### config.mk
export PLATFORM = sky130hd
export DESIGN_NAME = svg_div
export DESIGN_NICKNAME = d
export VERILOG_FILES = /design/src/rtl/svg_pkg.sv /design/src/rtl/svg_div.sv
export SDC_FILE = /design/constraint.sdc
export NUM_CORES = 2
export LEC_CHECK = 0
export BUFFER_PORTS_ARGS = -buffer_cell sky130_fd_sc_hd__buf_4
export CORE_ASPECT_RATIO = 2
export CORE_MARGIN = 4
export CORE_UTILIZATION = 47
export CTS_CLUSTER_DIAMETER = 200
export DETAILED_ROUTE_END_ITERATION = 12
export PLACE_DENSITY = 0.65
export RECOVER_POWER = 25
export SETUP_SLACK_MARGIN = 0.2
export SLEW_MARGIN = 10
export SYNTH_ARGS = -nofsm -noshare
export SYNTH_HDL_FRONTEND = slang
export SYNTH_SLANG_ARGS = --single-unit
### constraint.sdc
create_clock -name clock -period 26.4 [get_ports clock]
set_clock_uncertainty 0.15 [all_clocks]
set_input_delay 5.28 -clock clock [delete_from_list [all_inputs] [get_ports clock]]
set_output_delay 5.28 -clock clock [all_outputs]
set_load 0.01 [all_outputs]
### src/rtl/svg_pkg.sv
package svg_pkg;

   localparam int SVG_ANGLE_BITS = 12;
   localparam int SVG_FRAC_BITS  = 14;
   localparam int SVG_MAX_DIV    = 1024;

   localparam int SVG_QUARTER    = 1 << (SVG_ANGLE_BITS - 2);
   localparam int SVG_ADDR_W     = SVG_ANGLE_BITS - 1;
   localparam int SVG_MAG_W      = SVG_FRAC_BITS + 1;
   localparam int SVG_UNIT_W     = SVG_FRAC_BITS + 2;

   localparam int SVG_RING_W     = 10;
   localparam int SVG_SEG_W      = 11;
   localparam int SVG_DIV_W      = 11;
   localparam int SVG_HALF_W     = SVG_DIV_W - 1;
   localparam int SVG_QUO_W      =
      ((SVG_ANGLE_BITS > SVG_FRAC_BITS) ? SVG_ANGLE_BITS : SVG_FRAC_BITS) + 1;
   localparam int SVG_NUM_W      = SVG_DIV_W + SVG_QUO_W;

   localparam int SVG_COMP_W     = 23;
   localparam int SVG_SCALE_W    = 16;
   localparam int SVG_SCALE_FRAC = 8;
   localparam int SVG_KIND_W     = 3;
   localparam int SVG_CSR_W      = 16;
   localparam int SVG_CSR_IDX_W  = 2;

   localparam logic [63:0] SVG_HALF_PI_Q30 = 64'd1686629713;

   localparam logic [SVG_KIND_W-1:0] KIND_POS    = 3'd0;
   localparam logic [SVG_KIND_W-1:0] KIND_TEX    = 3'd1;
   localparam logic [SVG_KIND_W-1:0] KIND_TAN    = 3'd2;
   localparam logic [SVG_KIND_W-1:0] KIND_BITAN  = 3'd3;
   localparam logic [SVG_KIND_W-1:0] KIND_NORMAL = 3'd4;
   localparam logic [SVG_KIND_W-1:0] KIND_ERR    = 3'd5;

   localparam logic [SVG_CSR_IDX_W-1:0] CSR_DIVISIONS = 2'd0;
   localparam logic [SVG_CSR_IDX_W-1:0] CSR_SCALE_X   = 2'd1;
   localparam logic [SVG_CSR_IDX_W-1:0] CSR_SCALE_Y   = 2'd2;
   localparam logic [SVG_CSR_IDX_W-1:0] CSR_SCALE_Z   = 2'd3;

   localparam int LANE_PA = 0;
   localparam int LANE_PB = 1;
   localparam int LANE_U  = 2;
   localparam int LANE_V  = 3;

   typedef struct packed {
      logic [SVG_DIV_W-1:0] rem;
      logic [SVG_QUO_W-1:0] num;
      logic [SVG_QUO_W-1:0] quo;
   } div_lane_type;

   typedef struct packed {
      logic                  err;
      div_lane_type [3:0]    lane;
   } div_item_type;

   typedef struct packed {
      logic                         err;
      logic signed [SVG_COMP_W-1:0] pos_x;
      logic signed [SVG_COMP_W-1:0] pos_y;
      logic signed [SVG_COMP_W-1:0] pos_z;
      logic [SVG_QUO_W-1:0]         u;
      logic [SVG_QUO_W-1:0]         v;
      logic signed [SVG_UNIT_W-1:0] nx;
      logic signed [SVG_UNIT_W-1:0] ny;
      logic signed [SVG_UNIT_W-1:0] c;
      logic signed [SVG_UNIT_W-1:0] tx;
      logic signed [SVG_UNIT_W-1:0] bx;
      logic signed [SVG_UNIT_W-1:0] by;
      logic signed [SVG_UNIT_W-1:0] nsb;
   } vtx_type;

   typedef logic [SVG_MAG_W-1:0] sine_rom_type [0:SVG_QUARTER];

   // Quarter-wave sine in Q30 by a Taylor series, rounded to the unit format.
   function automatic sine_rom_type sine_rom_build();
      sine_rom_type       rom;
      logic [63:0]        x;
      logic [63:0]        x2;
      logic [63:0]        term;
      logic [63:0]        prod;
      logic signed [63:0] sum;
      for (int k = 0; k < SVG_QUARTER; k++) begin
         x = (64'(k) * SVG_HALF_PI_Q30 + 64'(SVG_QUARTER / 2)) / SVG_QUARTER;
         x2 = (x * x + (64'd1 << 29)) >> 30;
         term = x;
         sum = $signed(x);
         for (int n = 1; n <= 8; n++) begin
            prod = (term * x2 + (64'd1 << 29)) >> 30;
            case (n)
               1: term = prod / 64'd6;
               2: term = prod / 64'd20;
               3: term = prod / 64'd42;
               4: term = prod / 64'd72;
               5: term = prod / 64'd110;
               6: term = prod / 64'd156;
               7: term = prod / 64'd210;
               default: term = prod / 64'd272;
            endcase
            if ((n & 1) == 1) begin
               sum = sum - $signed(term);
            end else begin
               sum = sum + $signed(term);
            end
         end
         if (sum < 0) begin
            sum = '0;
         end
         rom[k] = SVG_MAG_W'(($unsigned(sum) + (64'd1 << (29 - SVG_FRAC_BITS)))
                             >> (30 - SVG_FRAC_BITS));
      end
      rom[0] = '0;
      rom[SVG_QUARTER] = SVG_MAG_W'(1 << SVG_FRAC_BITS);
      return rom;
   endfunction

endpackage

### src/rtl/svg_div.sv
module svg_div (
   input  logic                            clock,
   input  logic                            reset,
   input  logic                            in_valid,
   output logic                            in_stall,
   input  logic [svg_pkg::SVG_RING_W-1:0]  ring,
   input  logic [svg_pkg::SVG_SEG_W-1:0]   segment,
   input  logic [svg_pkg::SVG_DIV_W-1:0]   den,
   input  logic [svg_pkg::SVG_HALF_W-1:0]  half,
   output logic                            out_valid,
   input  logic                            out_stall,
   output svg_pkg::div_item_type           out_item
);

   logic [svg_pkg::SVG_QUO_W:0]   valid_ff;
   logic [svg_pkg::SVG_QUO_W+1:0] stall;
   svg_pkg::div_item_type         item_ff [0:svg_pkg::SVG_QUO_W];
   svg_pkg::div_item_type         entry_in;
   logic [svg_pkg::SVG_NUM_W-1:0] num_pa;
   logic [svg_pkg::SVG_NUM_W-1:0] num_pb;
   logic [svg_pkg::SVG_NUM_W-1:0] num_u;
   logic [svg_pkg::SVG_NUM_W-1:0] num_v;

   function automatic svg_pkg::div_lane_type lane_init(
      input logic [svg_pkg::SVG_NUM_W-1:0] num
   );
      svg_pkg::div_lane_type l;
      l.rem = num[svg_pkg::SVG_NUM_W-1:svg_pkg::SVG_QUO_W];
      l.num = num[svg_pkg::SVG_QUO_W-1:0];
      l.quo = '0;
      return l;
   endfunction

   function automatic svg_pkg::div_lane_type lane_step(
      input svg_pkg::div_lane_type       l,
      input logic [svg_pkg::SVG_DIV_W-1:0] d
   );
      svg_pkg::div_lane_type       r;
      logic [svg_pkg::SVG_DIV_W:0] t;
      logic                        ge;
      t = {l.rem, l.num[svg_pkg::SVG_QUO_W-1]};
      ge = (t >= {1'b0, d});
      r.rem = ge ? svg_pkg::SVG_DIV_W'(t - {1'b0, d}) : t[svg_pkg::SVG_DIV_W-1:0];
      r.num = {l.num[svg_pkg::SVG_QUO_W-2:0], 1'b0};
      r.quo = {l.quo[svg_pkg::SVG_QUO_W-2:0], ge};
      return r;
   endfunction

   function automatic svg_pkg::div_item_type item_step(
      input svg_pkg::div_item_type          it,
      input logic [svg_pkg::SVG_DIV_W-1:0]  d,
      input logic [svg_pkg::SVG_HALF_W-1:0] h
   );
      svg_pkg::div_item_type r;
      r.err = it.err;
      r.lane[svg_pkg::LANE_PA] = lane_step(it.lane[svg_pkg::LANE_PA], d);
      r.lane[svg_pkg::LANE_PB] = lane_step(it.lane[svg_pkg::LANE_PB], d);
      r.lane[svg_pkg::LANE_U]  = lane_step(it.lane[svg_pkg::LANE_U], d);
      r.lane[svg_pkg::LANE_V]  = lane_step(it.lane[svg_pkg::LANE_V], {1'b0, h});
      return r;
   endfunction

   always_comb begin
      num_pa = (svg_pkg::SVG_NUM_W'(ring) << svg_pkg::SVG_ANGLE_BITS)
               + svg_pkg::SVG_NUM_W'(den >> 1);
      num_pb = (svg_pkg::SVG_NUM_W'(segment) << svg_pkg::SVG_ANGLE_BITS)
               + svg_pkg::SVG_NUM_W'(den >> 1);
      num_u  = (svg_pkg::SVG_NUM_W'(segment) << svg_pkg::SVG_FRAC_BITS)
               + svg_pkg::SVG_NUM_W'(den >> 1);
      num_v  = (svg_pkg::SVG_NUM_W'(ring) << svg_pkg::SVG_FRAC_BITS)
               + svg_pkg::SVG_NUM_W'(half >> 1);
      entry_in.err = (den == '0) || ({1'b0, ring} > half)
                     || (segment > den);
      entry_in.lane[svg_pkg::LANE_PA] = lane_init(num_pa);
      entry_in.lane[svg_pkg::LANE_PB] = lane_init(num_pb);
      entry_in.lane[svg_pkg::LANE_U]  = lane_init(num_u);
      entry_in.lane[svg_pkg::LANE_V]  = lane_init(num_v);
   end

   always_comb begin
      stall[svg_pkg::SVG_QUO_W+1] = out_stall;
      for (int k = svg_pkg::SVG_QUO_W; k >= 0; k--) begin
         stall[k] = valid_ff[k] && stall[k+1];
      end
   end

   always_ff @(posedge clock) begin
      if (reset) begin
         valid_ff <= '0;
      end else begin
         if (!stall[0]) begin
            valid_ff[0] <= in_valid;
         end
         for (int k = 1; k <= svg_pkg::SVG_QUO_W; k++) begin
            if (!stall[k]) begin
               valid_ff[k] <= valid_ff[k-1];
            end
         end
      end
   end

   always_ff @(posedge clock) begin
      if (!stall[0]) begin
         item_ff[0] <= entry_in;
      end
      for (int k = 1; k <= svg_pkg::SVG_QUO_W; k++) begin
         if (!stall[k]) begin
            item_ff[k] <= item_step(item_ff[k-1], den, half);
         end
      end
   end

   assign in_stall  = stall[0];
   assign out_valid = valid_ff[svg_pkg::SVG_QUO_W];
   assign out_item  = item_ff[svg_pkg::SVG_QUO_W];

endmodule

# Word level (Yosys, flattened, before mapping)
# Memory sizes are Yosys's and may differ from the RTL's.
# Index checks and enable logic that the tools add are counted.
dict set report totals {
  ff_bits 16
  memories 1
  in_bits 46
  ramBits 2640
  elab_cells 238
  output_inout_bits 167
}
dict set report classes {
  n_addsub 64
  n_reduce_logical 19
  n_lt_le_gt_ge 62
  muxes 76
}
# name words width read_ports rd_clocked_by_memory_dff wr line_no
set mem_list {}
lappend mem_list {item_ff 16 165 16 0 16 svg_div.sv:17} ;# svg_pkg::div_item_type item_ff [0:svg_pkg::SVG_QUO_W];
# op n
set op_table {}
lappend op_table {{11-bit 2-to-1 mux} 60}
lappend op_table {{12-bit by 11-bit >= comparator with 1-bit output} 45}
lappend op_table {{11-bit subtractor} 45}
lappend op_table {{12-bit by 10-bit >= comparator with 1-bit output} 15}
lappend op_table {{11-bit by 10-bit subtractor with 11-bit output} 15}
lappend op_table {{25-bit by 10-bit adder with 26-bit output} 1}
lappend op_table {{24-bit by 9-bit adder with 25-bit output} 1}
lappend op_table {{23-bit by 10-bit adder with 24-bit output} 1}
lappend op_table {{22-bit by 10-bit adder with 23-bit output} 1}
lappend op_table {{1-bit logical AND} 16}
lappend op_table {{1-bit 2-to-1 mux} 16}
lappend op_table {{11-bit greater-than comparator} 1}
lappend op_table {{11-bit logical NOT} 1}
lappend op_table {{10-bit greater-than comparator} 1}
lappend op_table {{1-bit logical OR} 2}

# Logic depth before layout (Yosys ltp)
dict set report depth {
  word_depth 17
  depth_mapped 12
  depth_no_buf 10
}

# Least setup slack after synthesis
# Ideal clock, no wire load.
dict set report synth_path {
  kind {input to output}
  from {in out_stall}
  to {out in_stall}
  slack_ns 9.669
  stages 8
  arrival_time_ns 11.301
  t_required_ns 20.970
  n_path_buf 1
  path_cell_list {and3_1 > inv_1 > nor2_1 > and3_1 > buf_4 > nand4_1 > or2_2 > inv_1}
}
dict set report synth_via {
  elab_chain_len 16
}
# element line_no
set synth_rtl {}
lappend synth_rtl {{from (decl)} svg_div.sv:11} ;# input logic out_stall,
lappend synth_rtl {{1-bit logical AND (16 in series)} svg_div.sv:83} ;# stall[k] = valid_ff[k] && stall[k+1];
lappend synth_rtl {{to (decl)} svg_div.sv:5} ;# output logic in_stall,
# No other way between the ends.

# Worst setup path in the final report
# Same ends and word-level chain as after synthesis.

==> qor.csv <==
stage;metric;value;unit
status;outcome;complete, but fails checks;
status;violations;max-capacitance violations, max-slew violations;
synthesis;ys.flop_type;edfxtp_1;
cells_and_area;fin_cells;8830;
cells_and_area;nNetsFinal;7359;
sta;fmax;0.0635;GHz
pwr;p_leak;33.4;nW
critical_path;endpoint_kind;primary output;
cells_and_area;final_area;84600;um2
clocking;path_clk_slew;60;ps
cells_and_area;synthToLayoutAreaGrowth;9.44;%
sta;relSlewSlack;-23.3;%
hold_path;hold_class;flip-flop to flip-flop;
drt;drtPass1Iterations;6;
floorplan;ioPinCount;213;
clocking;cts_buffers;139;
sta;finalMaxSlewViolations;106;
sta;period_needed;15760;ps
clocking;ctsHoldBuffers;0;
synthesis;synth_seq_cells;1403;
critical_path;crit_path_max_fanout;74;
critical_path;crit_top_cell;buf_4;
drt;viasPerCell;5.56;
cells_and_area;fillers;14000;
sta;setup_viol;0;
drt;drc_errors;0;
synthesis;yosysUniqueCellTypes;88;
placement;pre_cts_slack;12200;ps
cells_and_area;register_area;42000;um2
floorplan;die_y;581;um
floorplan;core_area;163000;um2
sta;setup_ws;10640;ps
clocking;clk-insertion-delay-late;760;ps
placement;dpl_cell_area;80100;um2
floorplan;initial_core_util;47.3;%
drt;antenna_left;0;
synthesis;mappedNetlistArea;77300;um2
clocking;cts_tree;yes;
sta;tns;0;ps
grt;grt_pass1_vias;50900;
synthesis;synth-edff-count;1387;
cells_and_area;drive_above_1_share;9.11;%
synthesis;synth.avg_cell_area;11.9;um2
placement;io_buffers;152;
grt;overflow;0;
sta;fin_crit_sh;59.7;%
synthesis;async_flop_share;0;%
grt;grt_max_degree;90;
grt;grtUsageTotal;18.4;%
critical_path;slowest_delay;1480;ps
critical_path;worstSetupPathType;input port to primary output;
critical_path;arrival;10330;ps
placement;hpwl;119000;um
drt;wl;160000;um
placement;globalplace.congestion;0.887;
pwr;finalPower;10.2;mW
clocking;cts_resized;0;
cells_and_area;fin_util;51.7;%
synthesis;yosysSeqAreaShare;54.3;%
clocking;post_cts_buffers;0;
pwr;p_per_area;121;nW/um2
synthesis;netlist_instances;6469;
clocking;cts_sinks;1403;
sta;timing_hold_violations_final;0;
floorplan;die_w;295;um
cells_and_area;multiInputGateArea;33000;um2
critical_path;path_cells;clkbuf_1, and3_1, clkinvlp_2, nor2_1, and3_1, buf_4, nand4_1, buf_4, or2_2, buf_4, inv_1, buf_4;
clocking;cts_buffer_depth;4;
pwr;peakVddDrop;54.7;uV
job;max_cap_violations;3;
drt;wl_per_cell;18.1;um
clocking;root_buffer;clkbuf_16;
placement;dp_cells;8591;
grt;grt_antenna_before_repair;1;
floorplan;rows;210;
floorplan;die_area;171000;um2
sta;fin_hold_ws;238;ps
critical_path;cp-start-kind;input port;
clocking;cts_max_level;4;
drt;num_vias;49100;
grt;grt_first_pass_wirelength;255000;um
sta;rsz0062_at_grt;false;
drt;first_iter_violations;2355;
critical_path;worstPathRequired;20970;ps
synthesis;yosys_warnings;0;
sta;worstMarginPinSlew;1850;ps
critical_path;slowest_stage;clkinvlp_2;
## worst max-delay path, delay by kind of cell
kind | cells | cell delay, ps
and+or+nand+nor | 5 | 2190
buffers and inverters | 7 | 2790
## worst paths after layout
path / start / endpoint / slack (ps) / cells after the start
setup reg to reg: valid_ff[15]$_SDFFE_PP0P_ / item_ff[0][907]$_DFFE_PP_ / 20820 / 8
hold / removal: item_ff[0][911]$_DFFE_PP_ / item_ff[0][1077]$_DFFE_PP_ / 240 / 0
hold reg to reg: item_ff[0][911]$_DFFE_PP_ / item_ff[0][1077]$_DFFE_PP_ / 240 / 0
setup / recovery: out_stall / in_stall / 10640 / 12
## logic make-up (layout without fill, tap and decap cells)
kind of cell,Yosys count,after routing,share of synthesized area [%]
AOI/OAI and AO/OA,1563,1563,12.3
xor gates and xnor gates,413,413,4.68
adders and majority gates,701,701,11.9
buffers and inverters,509,690,3.35
DFF,1403,1403,54.3
muxes,229,229,3.24
other,1,61,0.00485
and+or+nand+nor,1650,1650,10.1
## per-layer routing
metal | part of all wire (%) | global-route usage (%) | vias up
met3 | 2.9 | 1.99 | 389
met1 | 35 | 17.9 | 23700
met5 | 0 | 0 | -
met4 | 5.5 | 9.49 | 0
li1 | - | - | 24100
met2 | 56 | 37.1 | 848
## state kept, by name, summed over array words and instances, names as in the netlist
signal    cells
item_ff    1387
valid_ff     16
## synth_stat cells, types with 118 or more instances
cell	n	area (um2)
o21ai_0	648	3240
edfxtp_1	1387	41600
nor2b_1	118	738
nor2_1	350	1310
inv_1	256	961
nand2_1	604	2270
xnor2_1	197	1730
xor2_1	216	1890
buf_4	168	1260
ha_1	641	8020
nand2b_1	163	1020
a21oi_1	383	1920
mux2_2	146	1640
## layout make-up
type	instances	area share (%)
multi-input cells	4616	39.1
clock buffers	161	4.34
inverters	257	1.15
repair buffers	195	1.58
clock inverters	77	1.10
flip-flops and latches	1403	49.6
diodes	1	0.00296
well taps	2120	3.14
## report_power, final
part / total [mW] / switching (mW) / internal (mW)
Clock: 2.03 / 0.831 / 1.19
Combinational: 4.18 / 2.31 / 1.87
Sequential: 3.99 / 0.381 / 3.61
Total: 10.2 / 3.53 / 6.68
## cell usage in the layout, fill, tap and decap left out, types with 154 or more instances in the layout
master	netlist	routed
nand2_1	604	599
ha_1	641	641
xnor2_1	197	197
inv_1	256	242
xor2_1	216	216
buf_4	168	154
nor2_1	350	350
o21ai_0	648	648
a21oi_1	383	382
nand2b_1	163	163
edfxtp_1	1387	1387
No activity file was read; power rests on OpenSTA's default activity.
